==> config.mk <==
export PLATFORM = sky130hd
export DESIGN_NAME = lpde_ctrl
export DESIGN_NICKNAME = d
export VERILOG_FILES = /design/src/rtl/lpde_pkg.sv /design/src/rtl/lpde_ctrl.sv
export SDC_FILE = /design/constraint.sdc
export NUM_CORES = 1
export LEC_CHECK = 0
export ABC_AREA = 1
export BUFFER_PORTS_ARGS = -buffer_cell sky130_fd_sc_hd__buf_4
export CORE_AREA = 4 4 41 43
export DETAILED_ROUTE_END_ITERATION = 16
export DIE_AREA = 0 0 45 47
export GPL_TIMING_DRIVEN = 0
export PLACE_DENSITY = 0.48
export REMOVE_ABC_BUFFERS = 1
export SYNTH_ARGS = -nofsm -noshare
export SYNTH_HDL_FRONTEND = slang
export SYNTH_SLANG_ARGS = --single-unit
==> constraint.sdc <==
create_clock -name clk -period 1.4 [get_ports clk]
set_clock_uncertainty 0.2 [all_clocks]
set_input_delay 0.14 -clock clk [delete_from_list [all_inputs] [get_ports clk]]
set_output_delay 0.14 -clock clk [all_outputs]
set_load 0.05 [all_outputs]
==> src/rtl/lpde_pkg.sv <==
// Shared types, constants and the reciprocal table for the Legendre evaluator.
// Used by lpde_ctrl, lpde_datapath and the top level; depends on nothing.
package lpde_pkg;

  // Number formats
  localparam int FRAC_BITS  = 30;
  localparam int MAX_DEGREE = 32;
  localparam int DEG_W      = 6;
  localparam int PT_W       = 32;
  localparam int OUT_W      = 48;

  // Internal widths: P values stay near +-1.0, the scaled term t below 2^37,
  // derivatives below 2^40.
  localparam int K_W      = 6;
  localparam int PW       = 34;
  localparam int TW       = 40;
  localparam int DW       = 48;
  localparam int MUL_OP_W = 32;
  localparam int MUL_W    = 2 * MUL_OP_W;
  localparam int ACC_W    = 70;
  localparam int RCP_W    = 30;

  localparam longint ONE = longint'(1) << FRAC_BITS;

  // Input beat
  typedef struct packed {
    logic        [DEG_W-1:0] degree;
    logic signed [PT_W-1:0]  point;
  } item_t;

  // Result beat
  typedef struct packed {
    logic signed [OUT_W-1:0] leg_value;
    logic signed [OUT_W-1:0] leg_slope;
    logic signed [OUT_W-1:0] lobatto_q;
    logic signed [OUT_W-1:0] lobatto_q_slope;
    logic                    q_valid;
  } result_t;

  // Controller states
  typedef enum logic [2:0] {
    ST_IDLE,
    ST_MULX,
    ST_TERM,
    ST_MULLO,
    ST_MULHI,
    ST_RND,
    ST_FIN
  } state_t;

  // Controller to datapath commands
  typedef struct packed {
    logic load;
    logic mul_x;
    logic term;
    logic mul_lo;
    logic mul_hi;
    logic rnd;
    logic emit;
  } ctl_cmd_t;

  // Datapath to controller status
  typedef struct packed {
    logic deg_zero;
    logic last_step;
    logic out_free;
  } ctl_stat_t;

  // round(2^FRAC_BITS / k), half up; slots 0 and 1 are never read
  localparam logic [RCP_W-1:0] RECIP [0:MAX_DEGREE+1] = '{
    RCP_W'(0),
    RCP_W'(0),
    RCP_W'((ONE + 1) / 2),
    RCP_W'((ONE + 1) / 3),
    RCP_W'((ONE + 2) / 4),
    RCP_W'((ONE + 2) / 5),
    RCP_W'((ONE + 3) / 6),
    RCP_W'((ONE + 3) / 7),
    RCP_W'((ONE + 4) / 8),
    RCP_W'((ONE + 4) / 9),
    RCP_W'((ONE + 5) / 10),
    RCP_W'((ONE + 5) / 11),
    RCP_W'((ONE + 6) / 12),
    RCP_W'((ONE + 6) / 13),
    RCP_W'((ONE + 7) / 14),
    RCP_W'((ONE + 7) / 15),
    RCP_W'((ONE + 8) / 16),
    RCP_W'((ONE + 8) / 17),
    RCP_W'((ONE + 9) / 18),
    RCP_W'((ONE + 9) / 19),
    RCP_W'((ONE + 10) / 20),
    RCP_W'((ONE + 10) / 21),
    RCP_W'((ONE + 11) / 22),
    RCP_W'((ONE + 11) / 23),
    RCP_W'((ONE + 12) / 24),
    RCP_W'((ONE + 12) / 25),
    RCP_W'((ONE + 13) / 26),
    RCP_W'((ONE + 13) / 27),
    RCP_W'((ONE + 14) / 28),
    RCP_W'((ONE + 14) / 29),
    RCP_W'((ONE + 15) / 30),
    RCP_W'((ONE + 15) / 31),
    RCP_W'((ONE + 16) / 32),
    RCP_W'((ONE + 16) / 33)
  };

endpackage

==> src/rtl/lpde_ctrl.sv <==
// Sequencer for the Legendre recurrence: five states per recurrence step.
// Depends on lpde_pkg for the state, command and status types.
module lpde_ctrl (
  input  logic                clk,
  input  logic                rst,
  input  logic                item_valid,
  output logic                item_stall,
  input  lpde_pkg::ctl_stat_t stat,
  output lpde_pkg::ctl_cmd_t  cmd
);

  lpde_pkg::state_t state, state_next;

  // State register
  always_ff @(posedge clk) begin
    if (rst) begin
      state <= lpde_pkg::ST_IDLE;
    end else begin
      state <= state_next;
    end
  end

  // Next state
  always_comb begin
    state_next = state;
    unique case (state)
      lpde_pkg::ST_IDLE:  if (item_valid) state_next = lpde_pkg::ST_MULX;
      lpde_pkg::ST_MULX:  state_next = stat.deg_zero ? lpde_pkg::ST_FIN : lpde_pkg::ST_TERM;
      lpde_pkg::ST_TERM:  state_next = lpde_pkg::ST_MULLO;
      lpde_pkg::ST_MULLO: state_next = lpde_pkg::ST_MULHI;
      lpde_pkg::ST_MULHI: state_next = lpde_pkg::ST_RND;
      lpde_pkg::ST_RND:   state_next = stat.last_step ? lpde_pkg::ST_FIN : lpde_pkg::ST_MULX;
      lpde_pkg::ST_FIN:   if (stat.out_free) state_next = lpde_pkg::ST_IDLE;
      default:            state_next = lpde_pkg::ST_IDLE;
    endcase
  end

  // Commands
  always_comb begin
    cmd        = '0;
    item_stall = 1'b1;
    unique case (state)
      lpde_pkg::ST_IDLE: begin
        item_stall = 1'b0;
        cmd.load   = item_valid;
      end
      lpde_pkg::ST_MULX:  cmd.mul_x  = 1'b1;
      lpde_pkg::ST_TERM:  cmd.term   = 1'b1;
      lpde_pkg::ST_MULLO: cmd.mul_lo = 1'b1;
      lpde_pkg::ST_MULHI: cmd.mul_hi = 1'b1;
      lpde_pkg::ST_RND:   cmd.rnd    = 1'b1;
      lpde_pkg::ST_FIN:   cmd.emit   = stat.out_free;
      default:            cmd        = '0;
    endcase
  end

endmodule

==> results of run 1 <==
==> critical path, delay by kind of cell (launching register included) <==
family                 cells  cell delay (ns)
DFF                        1             0.38
and+or+nand+nor            2             0.21
buffers and inverters      1             0.22
==> metal layers <==
| metal | wire length (um) | share of wire | global-route usage | vias to the layer above |
|---|---|---|---|---|
| li1 | - | - | - | 163 |
| met1 | 318 | 0.50 | 0.0907 | 128 |
| met2 | 234 | 0.37 | 0.105 | 14 |
| met3 | 76 | 0.12 | 0.0536 | 0 |
| met4 | 0 | 0 | 0 | 0 |
| met5 | 0 | 0 | 0 | - |
==> worst max path at each step <==
| stage | start | cells after the start | end | slack, ns |
|---|---|---|---|---|
| 3_3_place_gp | state[0] | 4 | cmd[6] | 0.14 |
| 5_1_grt | state[0] | 4 | cmd[6] | -0.04 |
| 2_1_floorplan | state[0] | 3 | cmd[6] | -0.52 |
| 6_report | state[1] | 3 | cmd[0] | 0.01 |
| 3_5_place_dp | state[2] | 4 | cmd[6] | 0.13 |
| 4_1_cts | state[0] | 4 | cmd[6] | -0.009 |
==> report_power, final <==
part,internal (mW),total (mW),switching [mW],leakage (nW)
clock,0.107,0.149,0.0427,0.0150
combinational,0.149,0.435,0.286,0.208
sequential,0.117,0.160,0.0430,0.0267
==> placed cells by master (no fill, tap or decap) <==
master,instances
nor2_2,1
o211ai_1,1
nand3_1,3
nand2_2,2
nand4_1,3
o21ai_0,1
clkbuf_4,3
buf_6,5
buf_1,1
nor3_1,1
nor2_4,1
clkbuf_1,1
buf_4,8
nor2_1,2
nor3_2,1
inv_4,1
dlygate4sd3_1,3
inv_1,12
dfxtp_4,3
nand2_1,6
a31oi_1,1
==> layout make-up <==
class | instances | share of cell area
Clock buffer | 4 | 0.0590
Inverter | 13 | 0.115
Multi-Input combinational cell | 23 | 0.287
Sequential cell | 3 | 0.160
Tap cell | 15 | 0.0421
Timing Repair Buffer | 17 | 0.337
==> per-stage QoR <==
step / cell area (um2) / hold WS (ns) / worst slack, ns
5_1_grt: 445 / 0.0776 / -0.0440
3_5_place_dp: 335 / 0.116 / 0.129
2_1_floorplan: 219 / 0.00941 / -0.520
3_3_place_gp: 335 / 0.112 / 0.141
6_report: 445 / 0.0507 / 0.0108
4_1_cts: 425 / 0.0497 / -0.00863
==> cells by family after synthesis <==
| family | synth area share |
|---|---|
| simple gates | 0.397 |
| compound gates | 0.0815 |
| buf+inv | 0.261 |
| flops | 0.261 |
==> timing repair <==
action                                  in CTS  in global routing
hold buffers                                 3                  0
resized for setup                           13                  5
pin swaps                                    2                  1
buffers inserted                             1                  0
endpoints found under the setup margin       8                  4
hold endpoints to repair                     3                  0
==> metrics, run 1 <==
DPL Wire Length=482 um; top-count cell post-synth=inv_1; row count=13; Nets=67; Yosys reg bits=3; Yosys Warn Count=0; Starting Density=0.177; synth cell count leaders=inv_1 (13), nand2_1 (7), nor2_1 (4); worst reg-to-reg setup slack=0.16 ns; mapped cell area=230 um2; biggest regs=state x3; Synth Flop Type=dfxtp_1; hold path depth=4; Critical Path Source Type=flop; # DRC=0; DP Cell Count=67; slowest stage cell, crit path=dfxtp_4; TritonCTS clock tree=yes; clk sinks=3; largest net degree at the start of global routing=8; core area=1300 um2; first-pass GRT wire length=1100 um; Cell Count, Final, Fillers Out=75; port bufs=13; Synth-to-Final Area Change=93.5%; Iter 0 DRT Violations=0; worst rel slew slack=0.896; Yosys cell types=12; drt pass-1 iters=1; Placer Congestion=0.646; post-synth top area cell=dfxtp_1; RSZ-0062 raised after global routing=yes; IO Count=14; multi-input combinational cell area=128 um2; Vias=305; H-tree depth=1; Avg Cell Area, Syn=5.76 um2; Tcrit/Tclk final=0.992; crit path cell chain=nand2_2 -> nor3_1 -> buf_4; Die Wd=45 um; final setup fails=0; PwrDens=1670 nW/um2; Worst-Skew Late Latency=0.23 ns; Worst path max stage delay=0.38 ns; drt via density=4.07; Hold Vio Cnt, Final=0; clock-pin slew on the worst setup and hold paths=0.04 ns; number of global-route vias before repair=278; Power Total=745 uW; worst reg2reg endpoint=state[2]; # diodes=0; Max Buffers Root-to-Sink=2; Critical Path AT=1.05 ns; CP Capture Type=output pin; Post-synth EDFFs=0; total track usage=0.0718; FILL cells=157; top cells by area, synth=dfxtp_1 (26%), inv_1 (21%), nand2_1 (11%), nand4_1 (8.2%), nand3_1 (6.5%); WP data required=1.06 ns; antenna-violating nets left=0; initial antenna violation count=0; Hold Path End=state[1]; RR Startpoint=state[0]; Worst VDD drop=1160 uV; status=completed; drt total wl=630 um; Max Slew Vio Count=0; sequential share of the synthesized area=0.261; Syn Inst Count=40; Total Neg Setup Slack=0 ns; worst min path class=in2reg; die area=2120 um2; layout cell share with drive strength beyond 1=0.417; die height=47 um; GR Overflow Total=0; CTS root buffer=clkbuf_4; max reg flops=3; Period minus WS final=1.39 ns; worst-case reg-to-reg path depth=6; Synth top area share=0.261; Top reg by flops=state; TritonCTS Buffers=3; ys async rst share=0; Worst Min Path Start=stat[0]; Static Leakage=0.250 nW; largest fanout on the critical path=6; routed length per instance=8.40 um; Tightest Pin Transition=0.155 ns; Max Fclk=720 MHz; critical path class=reg2out; register area=71.3 um2; Core Util, Final=0.342; Max Cap Viol=0
Note: power is estimated with default switching activity, not from simulation.
==> run 2: changes to the inputs <==
--- a/config.mk
+++ b/config.mk
@@ -11,6 +11,7 @@
 export DETAILED_ROUTE_END_ITERATION = 16
 export DIE_AREA = 0 0 45 47
 export GPL_TIMING_DRIVEN = 0
+export HOLD_SLACK_MARGIN = 0.15
 export PLACE_DENSITY = 0.48
 export REMOVE_ABC_BUFFERS = 1
 export SYNTH_ARGS = -nofsm -noshare
==> metrics, run 2 (synthesis results as in run 1) <==
Tcrit/Tclk final=0.993 (about the same); drt via density=4.08 (+0.28%); H-tree depth=1 (unchanged); Vias=314 (+3.0%); GR Overflow Total=0 (unchanged); DPL Wire Length=482 um (unchanged); Placer Congestion=0.646 (unchanged); largest net degree at the start of global routing=8 (unchanged); biggest regs=state x3; Starting Density=0.177 (unchanged); Iter 0 DRT Violations=0 (unchanged); PwrDens=1610 nW/um2 (-3.7%); layout cell share with drive strength beyond 1=0.403 (-0.0134); status=completed; initial antenna violation count=0 (unchanged); Max Buffers Root-to-Sink=2 (unchanged); commonest non-fill, non-tap cell in the layout=inv_1; # diodes=0 (unchanged); die height=47 um (unchanged); worst min path class=reg2reg; Worst-Skew Late Latency=0.23 ns (about the same); Int Pwr=377 uW (+0.97%); crit path cell chain=nand2_2 -> nor3_1 -> buf_4; Hold WS=0.374 ns (+0.324 ns); Max Cap Viol=0 (unchanged); Psw=373 uW (+0.36%); core area=1300 um2 (unchanged); Nets=69 (+3.0%); drt total wl=648 um (+2.9%); switching share of power=0.498 (-0.00152); Max Slew Vio Count=0 (unchanged); IO Count=14 (unchanged); CP delay by family, top=flip-flops; worst-case reg-to-reg path depth=6 (unchanged); largest fanout on the critical path=6 (unchanged); Tightest Pin Transition=0.155 ns (-0.000000715 ns); clk sinks=3 (unchanged); slowest stage cell, crit path=dfxtp_4; worst rel slew slack=0.896 (unchanged); CTS root buffer=clkbuf_4; sequential group share of total power=0.214 (about the same); Core Util, Final=0.358 (+0.0154); port bufs=13 (unchanged); RSZ-0062 raised after global routing=yes; Synth-to-Final Area Change=102%; worst reg-to-reg setup slack=0.16 ns (about the same); Static Leakage=0.258 nW (+3.3%); Critical Path AT=1.05 ns (about the same); Die Wd=45 um (unchanged); clock network fraction of total power=0.199 (-0.002); Top reg by flops=state; Critical Path End=cmd[0]; total track usage=0.0726 (+0.000789); TritonCTS Buffers=3 (unchanged); critical path class=reg2out; row count=13 (unchanged); first-pass GRT wire length=1120 um (+1.2%); CP Launch Point=state[1]; worst reg2reg endpoint=state[2]; Worst VDD drop=1200 uV (+3.2%); Critical Path Source Type=flop; routed length per instance=8.42 um (+0.19%); WP depth=3 (unchanged); WP data required=1.06 ns (about the same); final setup fails=0 (unchanged); Max Fclk=719 MHz (about the same); TritonCTS clock tree=yes; CP Capture Type=output pin; RR Startpoint=state[0]; number of global-route vias before repair=281 (+1.1%); # DRC=0 (unchanged); most frequent cells in the layout=inv_1 (12), buf_4 (8), nand2_1 (6); Gate power share=0.587 (+0.003); die area=2120 um2 (unchanged); drt pass-1 iters=1 (unchanged); max reg flops=3 (unchanged); Hold Vio Cnt, Final=0 (unchanged); clock-pin slew on the worst setup and hold paths=0.04 ns (about the same); Period minus WS final=1.39 ns (+0.000701 ns); antenna-violating nets left=0 (unchanged); worst path bufs/invs=1 (unchanged); Worst path max stage delay=0.38 ns (about the same)
-- run 2: per-stage QoR --
step / std cells / TNS, ns / area, um2 / total power, mW / setup WS [ns]
2_1_floorplan: 39 / -1.51 / 219 / 0.411 / -0.520
3_3_place_gp: 67 / 0 / 335 / 0.521 / 0.141
3_5_place_dp: 67 / 0 / 335 / 0.524 / 0.129
4_1_cts: 77 / -0.00875 / 445 / 0.742 / -0.00863
5_1_grt: 77 / -0.114 / 465 / 0.810 / -0.0440
6_report: 77 / 0 / 465 / 0.749 / 0.0101
-- run 2: routing by layer --
layer | routed length (um) | share of wire | global-route usage | up-vias
met2 | 250 | 0.39 | 0.110 | 14
met1 | 328 | 0.51 | 0.0884 | 133
met4 | 0 | 0 | 0 | 0
met3 | 69 | 0.11 | 0.0536 | 0
met5 | 0 | 0 | 0 | -
li1 | - | - | - | 167
-- run 2: repair_timing --
| item | 4_1_cts | 5_1_grt |
|---|---|---|
| pin swaps | 2 | 1 |
| cloned | 0 | 0 |
| hold buffers | 5 | 0 |
| endpoints found under the hold margin | 3 | 0 |
| endpoints found under the setup margin | 8 | 5 |
| resized for setup | 13 | 5 |
| setup buffers | 1 | 0 |
-- run 2: worst min path at each step --
stage | depth (start not counted) | slack (ns) | to | from
after floorplan | 1 | 0.009 | state[1] | rst
after global placement | 2 | 0.11 | state[1] | rst
after detailed placement | 2 | 0.12 | state[1] | rst
after CTS | 2 | 0.38 | state[1] | state[2]
after global routing | 3 | 0.41 | state[1] | rst
final | 2 | 0.37 | state[1] | state[2]
-- run 2: tightest hold or removal path, delay by kind of cell, from the launching register on --
| kind | cells | cell delay [ns] |
|---|---|---|
| flip-flops | 1 | 0.35 |
| AO/OA/AOI/OAI | 1 | 0.08 |
| AND/OR/NAND/NOR | 1 | 0.10 |
-- run 2: layout make-up --
cell class                 count  area, um2
timing repair buffer          19        170
tap                           15       18.8
inverter                      13       51.3
fill                         153        836
multi-input combinational     23        128
clock buffer                   4       26.3
sequential                     3       71.3
-- run 2: power groups by stage --
stage	logic [mW]	clock network (mW)	registers (mW)
2_1_floorplan	0.277	0	0.134
5_1_grt	0.480	0.165	0.165
3_5_place_dp	0.381	0	0.144
4_1_cts	0.427	0.157	0.159
3_3_place_gp	0.378	0	0.142
6_report	0.440	0.149	0.160
==> run 3: changes to the inputs <==
--- a/config.mk
+++ b/config.mk
@@ -5,14 +5,14 @@
 export SDC_FILE = /design/constraint.sdc
 export NUM_CORES = 1
 export LEC_CHECK = 0
-export ABC_AREA = 1
+export ABC_AREA = 0
 export BUFFER_PORTS_ARGS = -buffer_cell sky130_fd_sc_hd__buf_4
 export CORE_AREA = 4 4 41 43
 export DETAILED_ROUTE_END_ITERATION = 16
 export DIE_AREA = 0 0 45 47
 export GPL_TIMING_DRIVEN = 0
 export HOLD_SLACK_MARGIN = 0.15
-export PLACE_DENSITY = 0.48
+export PLACE_DENSITY = 0.49
 export REMOVE_ABC_BUFFERS = 1
 export SYNTH_ARGS = -nofsm -noshare
 export SYNTH_HDL_FRONTEND = slang
==> metrics, run 3 <==
Avg Cell Area, Syn=8.30 um2 (+44%); RSZ-0062 raised after global routing=yes; worst path bufs/invs=1 (unchanged); Tightest Pin Transition=0.246 ns (+0.0918 ns); Power Total=578 uW (-23%); IO Count=14 (unchanged); register area=71.3 um2 (unchanged); worst rel slew slack=0.836 (-0.0604); ys async rst share=0 (unchanged); Static Leakage=0.229 nW (-11%); Top reg by flops=state; routed length per instance=9.90 um (+18%); Tcrit/Tclk final=1.10 (+0.106); FILL cells=142 (-7.2%); clock network fraction of total power=0.268 (+0.069); PwrDens=1100 nW/um2 (-31%); # DRC=0 (unchanged); TritonCTS Buffers=3 (unchanged); post-synth top area cell=dfxtp_1; Synth-to-Final Area Change=111%; slowest stage cell, crit path=or3_4; placed inst area=343 um2 (+2.2%); row count=13 (unchanged); biggest regs=state x3; Nets=61 (-12%); initial antenna violation count=0 (unchanged); antenna-violating nets left=0 (unchanged); Hold WS=0.403 ns (+0.0289 ns); Gate power share=0.545 (-0.042); first-pass GRT wire length=1140 um (+1.9%); crit path cell chain=or3_4 -> nor2_4 -> buf_6; Worst Min Path Start=state[2]; Period minus WS final=1.54 ns (+0.148 ns); Critical Path Source Type=flop; Iter 0 DRT Violations=3 (+3); GR Overflow Total=0 (unchanged); drt pass-1 iters=3 (+2); H-tree depth=1 (unchanged); Max Fclk=650 MHz (-9.6%); Worst-Skew Late Latency=0.23 ns (about the same); worst-case reg-to-reg path depth=4 (-2); sequential share of the synthesized area=0.241 (-0.0197); clk sinks=3 (unchanged); Max Buffers Root-to-Sink=2 (unchanged); Die Wd=45 um (unchanged); number of global-route vias before repair=293 (+4.3%); Max Slew Vio Count=0 (unchanged); TritonCTS clock tree=yes; Worst VDD drop=258 uV (-78%); CP delay by family, top=simple AND/OR/NAND/NOR gates; Yosys Warn Count=0 (unchanged); hold path depth=2 (unchanged); layout cell share with drive strength beyond 1=0.593 (+0.189); synth cell count leaders=buf_4 (3), dfxtp_1 (3), nor2_1 (3), nor3b_1 (3); Int Pwr=344 uW (-8.7%); final worst slack=-0.138 ns (-0.148 ns); most frequent cells in the layout=buf_4 (10), buf_6 (7), dlygate4sd3_1 (5); worst slack, placed=-0.0715 ns (-0.200 ns); worst min path class=reg2reg; Psw=234 uW (-37%); clock-pin slew on the worst setup and hold paths=0.04 ns (about the same); worst reg-to-reg setup slack=0.08 ns (-0.08 ns); Synth top area share=0.241 (-0.0197); RR Startpoint=state[2]; Vias=300 (-4.5%); die area=2120 um2 (unchanged); Syn Inst Count=30 (-25%); Hold Path End=state[0]; failing checks=negative setup slack; Hold Vio Cnt, Final=0 (unchanged); core area=1300 um2 (unchanged); final setup fails=7 (+7); total track usage=0.0749 (+0.00231); CP Capture Type=output pin; worst reg2reg endpoint=state[0]; Critical Path AT=1.20 ns (+0.15 ns); Post-synth EDFFs=0 (unchanged); Starting Density=0.191 (+0.0144); Placer Congestion=0.660 (+2.2%); fin area=524 um2 (+13%); mapped cell area=249 um2 (+8.2%); multi-input combinational cell area=180 um2 (+41%); Synth Flop Type=dfxtp_1; top cells by area, synth=dfxtp_1 (24%), buf_4 (9.0%), nor3b_1 (9.0%), nand2b_1 (5.0%), o31ai_2 (5.0%); largest net degree at the start of global routing=13 (+5); Yosys reg bits=3 (unchanged); Yosys cell types=20 (+8); CTS root buffer=clkbuf_4; WP data required=1.06 ns (about the same); port bufs=13 (unchanged); Max Cap Viol=0 (unchanged); max reg flops=3 (unchanged); drt total wl=683 um (+5.4%); drt via density=4.35 (+6.6%); critical path class=reg2out; switching share of power=0.405 (-0.0924); status=finished with violations; Worst path max stage delay=0.39 ns (about the same); Total Neg Setup Slack=-0.482 ns (-0.482 ns); commonest non-fill, non-tap cell in the layout=buf_4; largest fanout on the critical path=2 (-4); # diodes=0 (unchanged); die height=47 um (unchanged); sequential group share of total power=0.187 (-0.027)
-- run 3: per-stage QoR --
stage                     utilization  instances
after floorplan                     -         27
after global placement          0.263         55
after detailed placement        0.263         55
after CTS                       0.398         69
after global routing            0.403         69
final                           0.403         69
-- run 3: cell type report --
type,instances,area share
well taps,15,0.0358
flip-flops and latches,3,0.136
multi-input cells,23,0.344
inverters,1,0.00716
repair buffers,23,0.427
clock buffers,4,0.0501
-- run 3: worst min-delay path, delay by kind of cell (launching register included) --
family	cells	cell delay, ns
compound gates	1	0.12
flops	1	0.34
buf+inv	1	0.11
-- run 3: per-layer routing --
layer	global-route usage	part of all wire
met1	0.0860	0.41
met3	0.00383	0.069
met2	0.124	0.52
met4	0.0702	0
met5	0	0
-- run 3: kinds of logic after synthesis --
kind of cell	synth area share
simple gates	0.427
compound gates	0.226
flops	0.241
buf+inv	0.106
-- run 3: what timing repair did --
action / 4_1_cts / 5_1_grt
resized for setup: 15 / 2
hold buffers: 5 / 0
setup endpoints to repair: 8 / 8
setup buffers: 5 / 0
pin swaps: 2 / 0
hold endpoints to repair: 3 / 0
-- run 3: power groups by stage --
stage	clock, mW	combinational (mW)	sequential, mW
3_3_place_gp	0	0.210	0.138
4_1_cts	0.161	0.316	0.108
3_5_place_dp	0	0.212	0.138
5_1_grt	0.166	0.333	0.110
2_1_floorplan	0	0.154	0.127
6_report	0.155	0.315	0.108
-- run 3: worst max path at each step --
stage	depth (start not counted)	start	end	slack, ns
final	3	state[1]	cmd[6]	-0.14
after global routing	3	state[1]	cmd[6]	-0.17
after CTS	3	state[1]	cmd[6]	-0.15
after detailed placement	3	state[2]	cmd[6]	-0.07
after global placement	3	state[1]	cmd[6]	-0.06
after floorplan	1	state[0]	cmd[5]	-0.65
